### config.mk
export PLATFORM = sky130hd
export DESIGN_NAME = wav_header_chunk_parser
export DESIGN_NICKNAME = d
export VERILOG_FILES = /design/src/hw/rtl/wavhp_pkg.sv /design/src/hw/rtl/wavhp_parse_core.sv /design/src/hw/rtl/wavhp_out_buffer.sv /design/src/hw/rtl/wav_header_chunk_parser.sv
export SDC_FILE = /design/constraint.sdc
export NUM_CORES = 2
export LEC_CHECK = 0
export BUFFER_PORTS_ARGS = -buffer_cell sky130_fd_sc_hd__buf_4
export CORE_ASPECT_RATIO = 1.4
export CORE_MARGIN = 2
export CORE_UTILIZATION = 40
export DETAILED_ROUTE_END_ITERATION = 7
export PLACE_DENSITY_LB_ADDON = 0.25
export SYNTH_ARGS = -nofsm -noshare
export SYNTH_HDL_FRONTEND = slang
export SYNTH_SLANG_ARGS = --single-unit
### constraint.sdc
create_clock -name clk -period 19.1 [get_ports clk]
set_input_delay 2.865 -clock clk [delete_from_list [all_inputs] [get_ports clk]]
set_output_delay 2.865 -clock clk [all_outputs]
set_load 0.05 [all_outputs]
### src/hw/rtl/wavhp_pkg.sv
package wavhp_pkg;

    localparam int unsigned POS_W = 33;

    localparam logic [31:0] TAG_RIFF = 32'h4646_4952;
    localparam logic [31:0] TAG_FMT  = 32'h2074_6D66;
    localparam logic [31:0] TAG_DATA = 32'h6174_6164;

    localparam logic [31:0] WAV_MIN_LEN   = 32'd44;
    localparam logic [31:0] FMT_MIN       = 32'd16;
    localparam logic [31:0] MIN_TAG_LEN   = 32'd4;
    localparam logic [31:0] HEAD_TAIL     = 32'd7;
    localparam logic [15:0] UNSIGNED_BITS = 16'd8;

    localparam logic [POS_W-1:0] WALK_START = POS_W'(12);
    localparam logic [POS_W-1:0] HEAD_LEN   = POS_W'(8);
    localparam logic [POS_W-1:0] POS_MAX    = {POS_W{1'b1}};
    localparam logic [POS_W-1:0] TAG_END    = POS_W'(3);

    localparam logic [3:0] ST_OK_AUDIO   = 4'd0;
    localparam logic [3:0] ST_OK_EMPTY   = 4'd1;
    localparam logic [3:0] ST_LOAD_FAIL  = 4'd2;
    localparam logic [3:0] ST_UNDER_4    = 4'd3;
    localparam logic [3:0] ST_NOT_RIFF   = 4'd4;
    localparam logic [3:0] ST_TOO_SHORT  = 4'd5;
    localparam logic [3:0] ST_BAD_FMT    = 4'd6;
    localparam logic [3:0] ST_NO_FMT     = 4'd7;
    localparam logic [3:0] ST_NO_DATA    = 4'd8;

    typedef struct packed {
        logic [7:0]  file_byte;
        logic [31:0] file_length;
        logic        load_failed;
        logic        end_of_file;
    } in_item_t;

    typedef struct packed {
        logic [3:0]  status;
        logic [15:0] audio_format;
        logic [15:0] channel_count;
        logic [31:0] sample_rate;
        logic [31:0] byte_rate;
        logic [15:0] sample_bits;
        logic        samples_signed;
        logic [31:0] audio_offset;
        logic [31:0] audio_length;
    } out_item_t;

endpackage

### src/hw/rtl/wavhp_parse_core.sv
module wavhp_parse_core (
    input  logic                 clk,
    input  logic                 rst_n,
    input  logic                 step,
    input  wavhp_pkg::in_item_t  item,
    output logic                 verdict_hit,
    output wavhp_pkg::out_item_t verdict
);

    typedef enum logic [3:0] {
        PH_RIFF = 4'b0001,
        PH_SKIP = 4'b0010,
        PH_HEAD = 4'b0100,
        PH_FMT  = 4'b1000
    } phase_t;

    localparam int unsigned PW = wavhp_pkg::POS_W;

    logic [PW-1:0] pos_reg, pos_next;
    logic [PW-1:0] chunk_reg, chunk_next;
    logic [PW-1:0] body_reg, body_next;
    logic [PW-1:0] limit_reg, limit_next;
    phase_t        phase_reg, phase_next;
    logic [4:0]    rel_reg, rel_next;
    logic [31:0]   shift_reg, shift_next;
    logic [31:0]   tag_reg, tag_next;
    logic [31:0]   fmt_len_reg, fmt_len_next;
    logic          fmt_seen_reg, fmt_seen_next;
    logic [15:0]   format_reg, format_next;
    logic [15:0]   channels_reg, channels_next;
    logic [31:0]   rate_reg, rate_next;
    logic [31:0]   byte_rate_reg, byte_rate_next;
    logic [15:0]   bits_reg, bits_next;
    logic          done_reg, done_next;
    logic [31:0]   flen_reg, flen_next;

    logic [31:0]   shift_new;
    logic [4:0]    cur_rel;
    logic [PW-1:0] chunk_sum;
    logic [PW-1:0] chunk_sum8;
    logic [PW-1:0] fmt_end;
    logic [PW-1:0] fmt_end8;
    logic [PW-1:0] flen_wide;
    logic          at_chunk;
    logic          data_cut;
    logic          data_empty;
    logic [3:0]    v_status;
    logic [31:0]   v_offset;
    logic [31:0]   v_length;

    always_comb
    begin
        shift_new  = {item.file_byte, shift_reg[31:8]};
        cur_rel    = (phase_reg == PH_SKIP) ? 5'd0 : rel_reg;
        flen_wide  = {1'b0, flen_reg};
        chunk_sum  = body_reg + {1'b0, shift_new};
        chunk_sum8 = body_reg + {1'b0, shift_new} + wavhp_pkg::HEAD_LEN;
        fmt_end    = body_reg + {1'b0, fmt_len_reg};
        fmt_end8   = body_reg + {1'b0, fmt_len_reg} + wavhp_pkg::HEAD_LEN;
        at_chunk   = (pos_reg == chunk_reg);
        data_cut   = (chunk_sum > flen_wide);
        data_empty = (shift_new == 32'd0) || (body_reg == flen_wide);

        pos_next       = pos_reg;
        chunk_next     = chunk_reg;
        body_next      = body_reg;
        limit_next     = limit_reg;
        phase_next     = phase_reg;
        rel_next       = rel_reg;
        shift_next     = shift_reg;
        tag_next       = tag_reg;
        fmt_len_next   = fmt_len_reg;
        fmt_seen_next  = fmt_seen_reg;
        format_next    = format_reg;
        channels_next  = channels_reg;
        rate_next      = rate_reg;
        byte_rate_next = byte_rate_reg;
        bits_next      = bits_reg;
        done_next      = done_reg;
        flen_next      = flen_reg;

        verdict_hit = 1'b0;
        v_status    = wavhp_pkg::ST_NO_DATA;
        v_offset    = 32'd0;
        v_length    = 32'd0;

        if (step)
        begin
            shift_next = shift_new;
            pos_next   = (pos_reg == wavhp_pkg::POS_MAX) ? pos_reg : pos_reg + PW'(1);
            rel_next   = cur_rel + 5'd1;

            if (pos_reg == '0)
            begin
                flen_next  = item.file_length;
                limit_next = (item.file_length < wavhp_pkg::HEAD_TAIL) ? '0 :
                             {1'b0, item.file_length - wavhp_pkg::HEAD_TAIL};
                if (item.load_failed)
                begin
                    verdict_hit = 1'b1;
                    v_status    = wavhp_pkg::ST_LOAD_FAIL;
                end
                else if (item.file_length < wavhp_pkg::MIN_TAG_LEN)
                begin
                    verdict_hit = 1'b1;
                    v_status    = wavhp_pkg::ST_UNDER_4;
                end
            end
            else if (!done_reg)
            begin
                case (phase_reg)
                    PH_RIFF:
                    begin
                        if (pos_reg == wavhp_pkg::TAG_END)
                        begin
                            if (shift_new != wavhp_pkg::TAG_RIFF)
                            begin
                                verdict_hit = 1'b1;
                                v_status    = wavhp_pkg::ST_NOT_RIFF;
                            end
                            else if (flen_reg <= wavhp_pkg::WAV_MIN_LEN)
                            begin
                                verdict_hit = 1'b1;
                                v_status    = wavhp_pkg::ST_TOO_SHORT;
                            end
                            else
                            begin
                                chunk_next = wavhp_pkg::WALK_START;
                                body_next  = wavhp_pkg::WALK_START + wavhp_pkg::HEAD_LEN;
                                phase_next = PH_SKIP;
                            end
                        end
                    end
                    PH_SKIP, PH_HEAD:
                    begin
                        if (phase_reg == PH_HEAD || at_chunk)
                        begin
                            phase_next = PH_HEAD;
                            if (cur_rel == 5'd3)
                            begin
                                tag_next = shift_new;
                                if (shift_new == wavhp_pkg::TAG_DATA && !fmt_seen_reg)
                                begin
                                    verdict_hit = 1'b1;
                                    v_status    = wavhp_pkg::ST_NO_FMT;
                                end
                            end
                            else if (cur_rel == 5'd7)
                            begin
                                if (tag_reg == wavhp_pkg::TAG_FMT && !fmt_seen_reg)
                                begin
                                    if (shift_new < wavhp_pkg::FMT_MIN ||
                                        chunk_sum >= flen_wide)
                                    begin
                                        verdict_hit = 1'b1;
                                        v_status    = wavhp_pkg::ST_BAD_FMT;
                                    end
                                    else
                                    begin
                                        fmt_len_next  = shift_new;
                                        fmt_seen_next = 1'b1;
                                        phase_next    = PH_FMT;
                                    end
                                end
                                else if (tag_reg == wavhp_pkg::TAG_DATA)
                                begin
                                    verdict_hit = 1'b1;
                                    v_status    = data_empty ? wavhp_pkg::ST_OK_EMPTY :
                                                               wavhp_pkg::ST_OK_AUDIO;
                                    v_offset    = body_reg[31:0];
                                    v_length    = data_cut ? flen_reg - body_reg[31:0] :
                                                             shift_new;
                                end
                                else
                                begin
                                    chunk_next = chunk_sum;
                                    body_next  = chunk_sum8;
                                    phase_next = PH_SKIP;
                                    if (chunk_sum >= limit_reg)
                                    begin
                                        verdict_hit = 1'b1;
                                        v_status    = wavhp_pkg::ST_NO_DATA;
                                    end
                                end
                            end
                        end
                    end
                    PH_FMT:
                    begin
                        case (cur_rel)
                            5'd9:  format_next    = shift_new[31:16];
                            5'd11: channels_next  = shift_new[31:16];
                            5'd15: rate_next      = shift_new;
                            5'd19: byte_rate_next = shift_new;
                            5'd23:
                            begin
                                bits_next  = shift_new[31:16];
                                chunk_next = fmt_end;
                                body_next  = fmt_end8;
                                phase_next = PH_SKIP;
                                if (fmt_end >= limit_reg)
                                begin
                                    verdict_hit = 1'b1;
                                    v_status    = wavhp_pkg::ST_NO_DATA;
                                end
                            end
                            default: ;
                        endcase
                    end
                    default: ;
                endcase
            end

            if (verdict_hit)
            begin
                done_next = 1'b1;
            end

            if (item.end_of_file)
            begin
                if (!done_reg && !verdict_hit)
                begin
                    verdict_hit = 1'b1;
                    v_status    = (pos_reg < wavhp_pkg::TAG_END) ? wavhp_pkg::ST_UNDER_4 :
                                                                 wavhp_pkg::ST_NO_DATA;
                end
                pos_next       = '0;
                chunk_next     = wavhp_pkg::WALK_START;
                body_next      = wavhp_pkg::WALK_START + wavhp_pkg::HEAD_LEN;
                limit_next     = '0;
                phase_next     = PH_RIFF;
                rel_next       = 5'd0;
                shift_next     = 32'd0;
                tag_next       = 32'd0;
                fmt_len_next   = 32'd0;
                fmt_seen_next  = 1'b0;
                format_next    = 16'd0;
                channels_next  = 16'd1;
                rate_next      = 32'd0;
                byte_rate_next = 32'd0;
                bits_next      = 16'd0;
                done_next      = 1'b0;
                flen_next      = 32'd0;
            end
        end

        verdict = '0;
        verdict.status = v_status;
        if (v_status inside {wavhp_pkg::ST_OK_AUDIO, wavhp_pkg::ST_OK_EMPTY})
        begin
            verdict.audio_format   = format_reg;
            verdict.channel_count  = channels_reg;
            verdict.sample_rate    = rate_reg;
            verdict.byte_rate      = byte_rate_reg;
            verdict.sample_bits    = bits_reg;
            verdict.samples_signed = (bits_reg != wavhp_pkg::UNSIGNED_BITS);
            verdict.audio_offset   = v_offset;
            verdict.audio_length   = v_length;
        end
    end

    always_ff @(posedge clk or negedge rst_n)
    begin
        if (!rst_n)
        begin
            pos_reg       <= '0;
            chunk_reg     <= wavhp_pkg::WALK_START;
            body_reg      <= wavhp_pkg::WALK_START + wavhp_pkg::HEAD_LEN;
            limit_reg     <= '0;
            phase_reg     <= PH_RIFF;
            rel_reg       <= 5'd0;
            shift_reg     <= 32'd0;
            tag_reg       <= 32'd0;
            fmt_len_reg   <= 32'd0;
            fmt_seen_reg  <= 1'b0;
            format_reg    <= 16'd0;
            channels_reg  <= 16'd1;
            rate_reg      <= 32'd0;
            byte_rate_reg <= 32'd0;
            bits_reg      <= 16'd0;
            done_reg      <= 1'b0;
            flen_reg      <= 32'd0;
        end
        else
        begin
            pos_reg       <= pos_next;
            chunk_reg     <= chunk_next;
            body_reg      <= body_next;
            limit_reg     <= limit_next;
            phase_reg     <= phase_next;
            rel_reg       <= rel_next;
            shift_reg     <= shift_next;
            tag_reg       <= tag_next;
            fmt_len_reg   <= fmt_len_next;
            fmt_seen_reg  <= fmt_seen_next;
            format_reg    <= format_next;
            channels_reg  <= channels_next;
            rate_reg      <= rate_next;
            byte_rate_reg <= byte_rate_next;
            bits_reg      <= bits_next;
            done_reg      <= done_next;
            flen_reg      <= flen_next;
        end
    end

    a_one_verdict: assert property (@(posedge clk) disable iff (!rst_n)
        done_reg |-> !verdict_hit)
        else $error("second verdict within one file");

    a_verdict_latches: assert property (@(posedge clk) disable iff (!rst_n)
        step && verdict_hit && !item.end_of_file |=> done_reg)
        else $error("verdict did not close the file");

    a_eof_restarts: assert property (@(posedge clk) disable iff (!rst_n)
        step && item.end_of_file |=> pos_reg == '0 && !done_reg && phase_reg == PH_RIFF)
        else $error("parser did not restart after end of file");

endmodule

### src/hw/rtl/wavhp_out_buffer.sv
module wavhp_out_buffer (
    input  logic                 clk,
    input  logic                 rst_n,
    input  logic                 push,
    input  wavhp_pkg::out_item_t push_item,
    output logic                 space,
    output logic                 verdict_valid,
    input  logic                 verdict_ready,
    output wavhp_pkg::out_item_t verdict_item
);

    logic [1:0]           count_reg;
    wavhp_pkg::out_item_t head_reg;
    wavhp_pkg::out_item_t tail_reg;
    logic                 pop;

    assign verdict_valid = (count_reg != 2'd0);
    assign verdict_item  = head_reg;
    assign pop           = verdict_valid && verdict_ready;
    assign space         = (count_reg != 2'd2) || pop;

    always_ff @(posedge clk or negedge rst_n)
    begin
        if (!rst_n)
        begin
            count_reg <= 2'd0;
        end
        else
        begin
            case (count_reg)
                2'd0:
                begin
                    if (push)
                    begin
                        count_reg <= 2'd1;
                    end
                end
                2'd1:
                begin
                    if (pop && !push)
                    begin
                        count_reg <= 2'd0;
                    end
                    else if (push && !pop)
                    begin
                        count_reg <= 2'd2;
                    end
                end
                2'd2:
                begin
                    if (pop && !push)
                    begin
                        count_reg <= 2'd1;
                    end
                end
                default: count_reg <= 2'd0;
            endcase
        end
    end

    always_ff @(posedge clk)
    begin
        case (count_reg)
            2'd0:
            begin
                if (push)
                begin
                    head_reg <= push_item;
                end
            end
            2'd1:
            begin
                if (push && pop)
                begin
                    head_reg <= push_item;
                end
                else if (push)
                begin
                    tail_reg <= push_item;
                end
            end
            2'd2:
            begin
                if (pop)
                begin
                    head_reg <= tail_reg;
                    if (push)
                    begin
                        tail_reg <= push_item;
                    end
                end
            end
            default: ;
        endcase
    end

    a_no_overflow: assert property (@(posedge clk) disable iff (!rst_n)
        push |-> count_reg != 2'd2 || pop)
        else $error("verdict pushed into a full buffer");

endmodule

### src/hw/rtl/wav_header_chunk_parser.sv
// WAV header parser. A file enters on the file channel one byte per request,
// each request carrying the byte, the total file length, the load-failure
// flag and an end-of-file mark on the last byte. The length and the flag
// are taken from the first byte of each file. For every file exactly one
// verdict leaves on the verdict channel, on the byte where it is decided:
// a status code, the fields of the first fmt chunk and the audio offset and
// length of the data chunk. After end of file the parser starts over.
// Throughput is one byte per cycle while the verdict buffer has space; each
// byte only updates counters, a four-byte shift register and a few compares
// on 33-bit chunk positions. An accepted byte waits in the input register
// until the verdict buffer has space, and is then parsed. Reset empties the
// input register and the verdict buffer and clears all parse state, so the
// next byte accepted is taken as the first byte of a file. A two-entry
// verdict buffer parts the two sides: while the receiver stalls, bytes keep
// flowing until both entries hold unread verdicts; then parsing halts and
// file_ready drops once the input register fills, until a verdict is taken.
module wav_header_chunk_parser (
    input  logic                 clk,
    input  logic                 rst_n,
    input  logic                 file_valid,
    output logic                 file_ready,
    input  wavhp_pkg::in_item_t  file_item,
    output logic                 verdict_valid,
    input  logic                 verdict_ready,
    output wavhp_pkg::out_item_t verdict_item
);

    logic                 stage_valid_reg;
    wavhp_pkg::in_item_t  stage_item_reg;
    logic                 space;
    logic                 step;
    logic                 hit;
    wavhp_pkg::out_item_t result;

    assign step       = stage_valid_reg && space;
    assign file_ready = !stage_valid_reg || space;

    always_ff @(posedge clk or negedge rst_n)
    begin
        if (!rst_n)
        begin
            stage_valid_reg <= 1'b0;
        end
        else if (file_valid && file_ready)
        begin
            stage_valid_reg <= 1'b1;
        end
        else if (step)
        begin
            stage_valid_reg <= 1'b0;
        end
    end

    always_ff @(posedge clk)
    begin
        if (file_valid && file_ready)
        begin
            stage_item_reg <= file_item;
        end
    end

    wavhp_parse_core u_core (
        .clk         (clk),
        .rst_n       (rst_n),
        .step        (step),
        .item        (stage_item_reg),
        .verdict_hit (hit),
        .verdict     (result)
    );

    wavhp_out_buffer u_buffer (
        .clk           (clk),
        .rst_n         (rst_n),
        .push          (step && hit),
        .push_item     (result),
        .space         (space),
        .verdict_valid (verdict_valid),
        .verdict_ready (verdict_ready),
        .verdict_item  (verdict_item)
    );

endmodule

# Yosys cells after proc, flatten, opt, wreduce, memory -nomap -nowiden
# Cells that the tools add are included.
# classes
mux	178
n_eq_ne	44
n_lt_le_gt_ge	9
reduce_logical	60
n_addsub	8
# op_table
cell	n
two-way mux 32 bit	48
two-way mux 181 bit	6
two-way mux 33 bit	28
one-hot mux 181 bit (3 select lines)	1
one-hot mux 181 bit (2 select lines)	1
two-way mux 16 bit	15
one-hot mux 33 bit (3 select lines)	2
two-way mux 177 bit	1
two-way mux 4 bit	30
adder 33 x 32 -> 33 bit	2
adder 33 x 4 -> 33 bit (second input constant)	2
>= comparator 33 bit	2
equality test 32 x 31 -> 1 bit (second input constant)	2
less-than comparator 32 x 3 -> 1 bit (second input constant)	2
two-way mux 1 bit	35
nonzero test 2 bit	17
adder 33 x 1 -> 33 bit (second input constant)	1
equality test 33 x 2 -> 1 bit (second input constant)	1
equality test 33 x 32 -> 1 bit	1
equality test 33 bit	1
equality test 33 bit (second input constant)	1
>= comparator 33 x 32 -> 1 bit	1
greater-than comparator 33 x 32 -> 1 bit	1
logical NOT 33 bit	1
47 further kinds	97
# word_totals
out_inout_bits	183
reg_bits	790

# Longest topological paths before layout
# logic_depth
word_depth	23
mapped_depth	24

# By module
# Synthesis repeated with hierarchy kept, for this count alone.
# unflattened
hier_cells	3713
hier_area_um2	41760.1
# modules_own_cells
mod	n_inst	cells_each	area_per_inst_um2
wavhp_parse_core	1	3083	26407.8
wavhp_out_buffer	1	582	14024.7
wav_header_chunk_parser	1	48	1327.5

# Worst setup path before layout
# Ideal clock, no wire load.
# synth_path
path_kind	reg-to-reg
start	register u_core.body_reg[0]
end	register u_buffer.tail_reg[0] (netlist bit) (enable)
period_less_slack_ps	18325
t_arrival_ps	17334
slack_ps	775
n_path_buf	0
setup_ps	990
stages_incl_launch_ff	21
cell_sequence	dfrtp_1 > ha_1 > inv_1 > fa_1 > and2b_2 > o31a_2 > o21ai_0 > o31a_1 > o21a_1 > or2_2 > ha_1 > nand3_1 > nor3_1 > nand4_1 > o221ai_1 > nand3_1 > a31oi_1 > o221ai_1 > a21boi_0 > o21ai_1 > a211oi_1
# synth_between
elab_chain_cells	21
word_cells_on_any_way	28
# synth_rtl
item	line	source
from (decl)	wavhp_parse_core.sv:21	logic [PW-1:0] body_reg, body_next;
from (signal assigned)	wavhp_parse_core.sv:268	body_reg <= wavhp_pkg::WALK_START + wavhp_pkg::HEAD_LEN;
from (signal assigned)	wavhp_parse_core.sv:288	body_reg <= body_next;
adder 33 x 32 -> 33 bit	wavhp_parse_core.sv:56	chunk_sum = body_reg + {1'b0, shift_new};
>= comparator 33 bit or >= comparator 33 x 32 -> 1 bit (tied branches)	wavhp_parse_core.sv:179, wavhp_parse_core.sv:153	
two-way mux 1 bit or logical OR 1 bit (tied branches)	wavhp_parse_core.sv:179, wavhp_parse_core.sv:152	
two-way mux 1 bit (on tied branches)	wavhp_parse_core.sv:165, wavhp_parse_core.sv:152	
two-way mux 1 bit	wavhp_parse_core.sv:150	if (tag_reg == wavhp_pkg::TAG_FMT && !fmt_seen_reg)
two-way mux 1 bit	wavhp_parse_core.sv:148	else if (cur_rel == 5'd7)
two-way mux 1 bit	wavhp_parse_core.sv:139	if (cur_rel == 5'd3)
two-way mux 1 bit	wavhp_parse_core.sv:136	if (phase_reg == PH_HEAD || at_chunk)
(+5 left out)	n/a	
logical AND 1 bit	wavhp_parse_core.sv:221	if (!done_reg && !verdict_hit)
two-way mux 1 bit	wavhp_parse_core.sv:221	
two-way mux 1 bit (*)	wavhp_parse_core.sv:219	if (item.end_of_file)
two-way mux 1 bit (*)	wavhp_parse_core.sv:87	if (step)
logical AND 1 bit (*)	wav_header_chunk_parser.sv:74	.push (step && hit),
logical AND 1 bit (*)	wavhp_out_buffer.sv:73	if (push && pop)
!= test 2 bit (no source line) (*)	n/a	
AND reduction 3 bit (no source line) (*)	n/a	
to (signal assigned)	wavhp_out_buffer.sv:79	tail_reg <= push_item;
to (signal assigned)	wavhp_out_buffer.sv:89	tail_reg <= push_item;
to (decl)	wavhp_out_buffer.sv:14	wavhp_pkg::out_item_t tail_reg;
# Mark *: on every way between the ends. The rest lies on a longest branch, timed or not. The select of a mux whose other input is x is not followed.
# A chain may end at the register's enable or synchronous reset.

# Worst setup path after layout
# layout_path
start	register u_core.shift_reg[19]
end	register u_buffer.tail_reg[46] (netlist bit) (enable)
# layout_between
elab_chain_cells	21
word_cells_on_any_way	31
# layout_rtl
item	line	source
from (decl)	wavhp_parse_core.sv:25	logic [31:0] shift_reg, shift_next;
from (signal assigned)	wavhp_parse_core.sv:292	shift_reg <= shift_next;
adder 33 x 32 -> 33 bit	wavhp_parse_core.sv:56	
>= comparator 33 bit or >= comparator 33 x 32 -> 1 bit (tied branches)	wavhp_parse_core.sv:179, wavhp_parse_core.sv:153	
two-way mux 1 bit or logical OR 1 bit (tied branches)	wavhp_parse_core.sv:179, wavhp_parse_core.sv:152	
two-way mux 1 bit (on tied branches)	wavhp_parse_core.sv:165, wavhp_parse_core.sv:152	
two-way mux 1 bit	wavhp_parse_core.sv:150	
two-way mux 1 bit	wavhp_parse_core.sv:148	
two-way mux 1 bit	wavhp_parse_core.sv:139	
two-way mux 1 bit	wavhp_parse_core.sv:136	
(+5 left out)	n/a	
logical AND 1 bit	wavhp_parse_core.sv:221	
two-way mux 1 bit	wavhp_parse_core.sv:221	
two-way mux 1 bit (*)	wavhp_parse_core.sv:219	
two-way mux 1 bit (*)	wavhp_parse_core.sv:87	
logical AND 1 bit (*)	wav_header_chunk_parser.sv:74	
logical AND 1 bit (*)	wavhp_out_buffer.sv:73	
!= test 2 bit (no source line) (*)	n/a	
AND reduction 3 bit (no source line) (*)	n/a	
# Marks and branches as above.

==> metrics <==
reg2reg setup slack 10040 ps; hold path depth 2; CTS clock-pin slew for the worst setup and hold paths 70 ps; DRT iter0 DRCs 2790; IO Pins 229; Total Wirelength 140000 um; Antenna Nets Post-Route 0; total power divided by cell area 166.6 nW/um^2; Crit. Startpoint u_core.shift_reg[19]$_DFFE_PN0P_; async set or reset register ratio after synthesis 48.07%; Post-Synthesis Cells 3807; Die X 278.0 um; Final WS setup 10040 ps; Overflow after GRT 0; RSZ-0062 raised after global routing no; Hold Violations, Final 0; Clock Skew 33.67 ps; FF-to-FF End u_buffer.tail_reg[46]$_DFFE_PP_; total of max-cap violations 0; hold crit path type reg -> reg; worst-path maximum fanout 65; Rows 140; Req. time, crit path 19390 ps; Final setup viols 0; vias in the first global route 30641; run status finished, final reports clean; critical path arrival 9350 ps; initial core utilization 40.39%; die area 107700 sq um; TritonCTS clock tree done; hold_buf cts 0; fin crit period 9060 ps; Max transition margin 13.11%; Vert. Die Dim 387.5 um; Worst Setup Start Kind flop; commonest cells after routing, fill and taps aside edfxtp_1 (404), dfrtp_1 (369), nand2_1 (348); core footprint 104100 sq um; worst slew pin tran 1287 ps; Tot Pwr 7.949 mW; CP Class reg -> reg; drt first pass iters 5; via count 30930; Mean Syn Cell Area 11.04 sq um; # fillers 9757; VDD IR max 119.3 uV; sequential-to-total area share from yosys stat 51.15%; first-pass GRT wire length 205100 um; Seq cells post-synth 778; Root Buffer clkbuf_16; Final period util 47.43%; # nets final 4238; initial antenna violation count 4; largest net degree at the start of global routing 149; Yosys top cell area share 28.86%; distinct cell type count after synthesis 111; fmax 0.1104 GHz; Clk Latency, worst-skew pair 690 ps; Reg2Reg Depth 23; PostCTS Resize Cnt 0; DR WL/cell 25.93 um; Area growth syn-to-layout 13.50%; post-route setup TNS 0 ps; H-tree depth 3; Reg2Reg Launch Point u_core.shift_reg[19]$_DFFE_PN0P_; I/O Buffers 228; CTS max path bufs 3; EDFF count, synth 404; Final Wtd Congestion 1.001; GR Util All Layers 25.77%; via/cell ratio 5.727; hold wc startpoint u_core.byte_rate_reg[9]$_DFFE_PN0P_; top cells by area, synth edfxtp_1 (29%), dfrtp_1 (22%), mux2_2 (7.3%), ha_1 (6.0%), nand2_1 (3.1%); Post-Syn Nets 4059; Final Slew Violations 0; share of cells above drive strength 1 18.59%; Setup Buffers After CTS 0; Top FF cell, synth edfxtp_1; Num CTS Buffers 78; Post-Syn Area 42030 sq um; drt drc 0; pre-CTS WS 10200 ps; P_leak 19.93 nW; HPWL after detailed placement 105700 um; most common cell after layout, fill and taps aside edfxtp_1; Critical Path Sink Type flop; yosys warns 0; area leader, netlist edfxtp_1; Hold Path Sink u_core.byte_rate_reg[9]$_DFFE_PN0P_; CTS Sinks 778
metal layers:
layer | part of all wire, % | track usage, % | up-vias
li1 | - | - | 14358
met1 | 40 | 32.12 | 15207
met2 | 47 | 42.15 | 1060
met3 | 5.7 | 3.458 | 305
met4 | 7.0 | 16.44 | 0
met5 | 0 | 0 | -
worst max-delay path, stage by stage (launching register included):
cell and delay, ps:
dfrtp_1 510, ha_1 590, nand2_1 130, o21ai_0 520, a211oi_1 230, o211a_1 230, o311ai_0 1090, nor4_1 80
nor3_1 260, xor2_1 310, ha_1 200, nand4_1 100, nor3_1 210, nand2_1 90, o22ai_1 110, nor2_1 60
a31oi_1 210, o221ai_1 300, a21boi_0 310, o21ai_1 250, a211oi_4 510, buf_4 720, buf_4 680, buf_4 770
through the flow:
step	area (sq um)	hold WS (ps)	utilization (%)	instances
final	47700	472.1	45.85	5401
after global routing	47700	494.6	45.84	5399
after CTS	47700	478.4	45.84	5399
after detailed placement	45160	464.2	43.41	5255
after global placement	45160	452.9	43.41	5255
after floorplan	42030	441.8	-	3807
worst max-delay path by stage:
stage               slack, ps                         endpoint  depth (start not counted)
floorplan                 780   u_buffer.tail_reg[0]$_DFFE_PP_                         20
global route             9560  u_buffer.tail_reg[46]$_DFFE_PP_                         23
detailed placement      10200  u_buffer.tail_reg[56]$_DFFE_PP_                         23
finish                  10040  u_buffer.tail_reg[46]$_DFFE_PP_                         23
global placement        10160  u_buffer.tail_reg[46]$_DFFE_PP_                         23
CTS                     10100  u_buffer.tail_reg[56]$_DFFE_PP_                         23
cells in the mapped netlist, types with 35 or more instances:
master      n
nor2_1    223
and2_1    137
nand2b_1   43
nand3_1    54
edfxtp_1  404
xnor2_1    84
nor4_1     55
mux2_2    273
ha_1      203
nor3_1     70
nand2_1   348
a22o_1     41
mux2i_1    39
o31ai_1    67
inv_1     160
o21ai_0   227
xor2_1     86
a21o_1     66
a21oi_1   146
a211oi_1   35
clkbuf_1  139
nor2b_1    43
dfrtp_1   369
nand4_1    63
layout make-up:
type,instances,area [sq um],share of cell area [%]
antenna,2,5.005,0.01049
clock buffer,103,2120,4.443
clock inverter,41,415.4,0.8708
inverter,160,603.1,1.264
multi-input combinational,2688,19250,40.36
sequential,778,21500,45.06
tap,1349,1688,3.538
timing repair buffer,280,2122,4.448
cells by family after synthesis:
group / Yosys count / synth area share [%]
simple gates: 1174 / 14.24
compound gates: 824 / 13.25
flops: 778 / 51.15
buf+inv: 341 / 3.307
mux: 312 / 8.243
fa+ha+maj: 206 / 6.186
xor+xnor: 172 / 3.620
where the power goes:
group	internal, mW	switching (mW)	leakage [nW]	total [mW]
Clock	0.838	0.696	1.22	1.53
Sequential	2.35	0.320	8.95	2.67
Combinational	1.18	2.56	9.76	3.74
(Power assumes the default switching activity.)
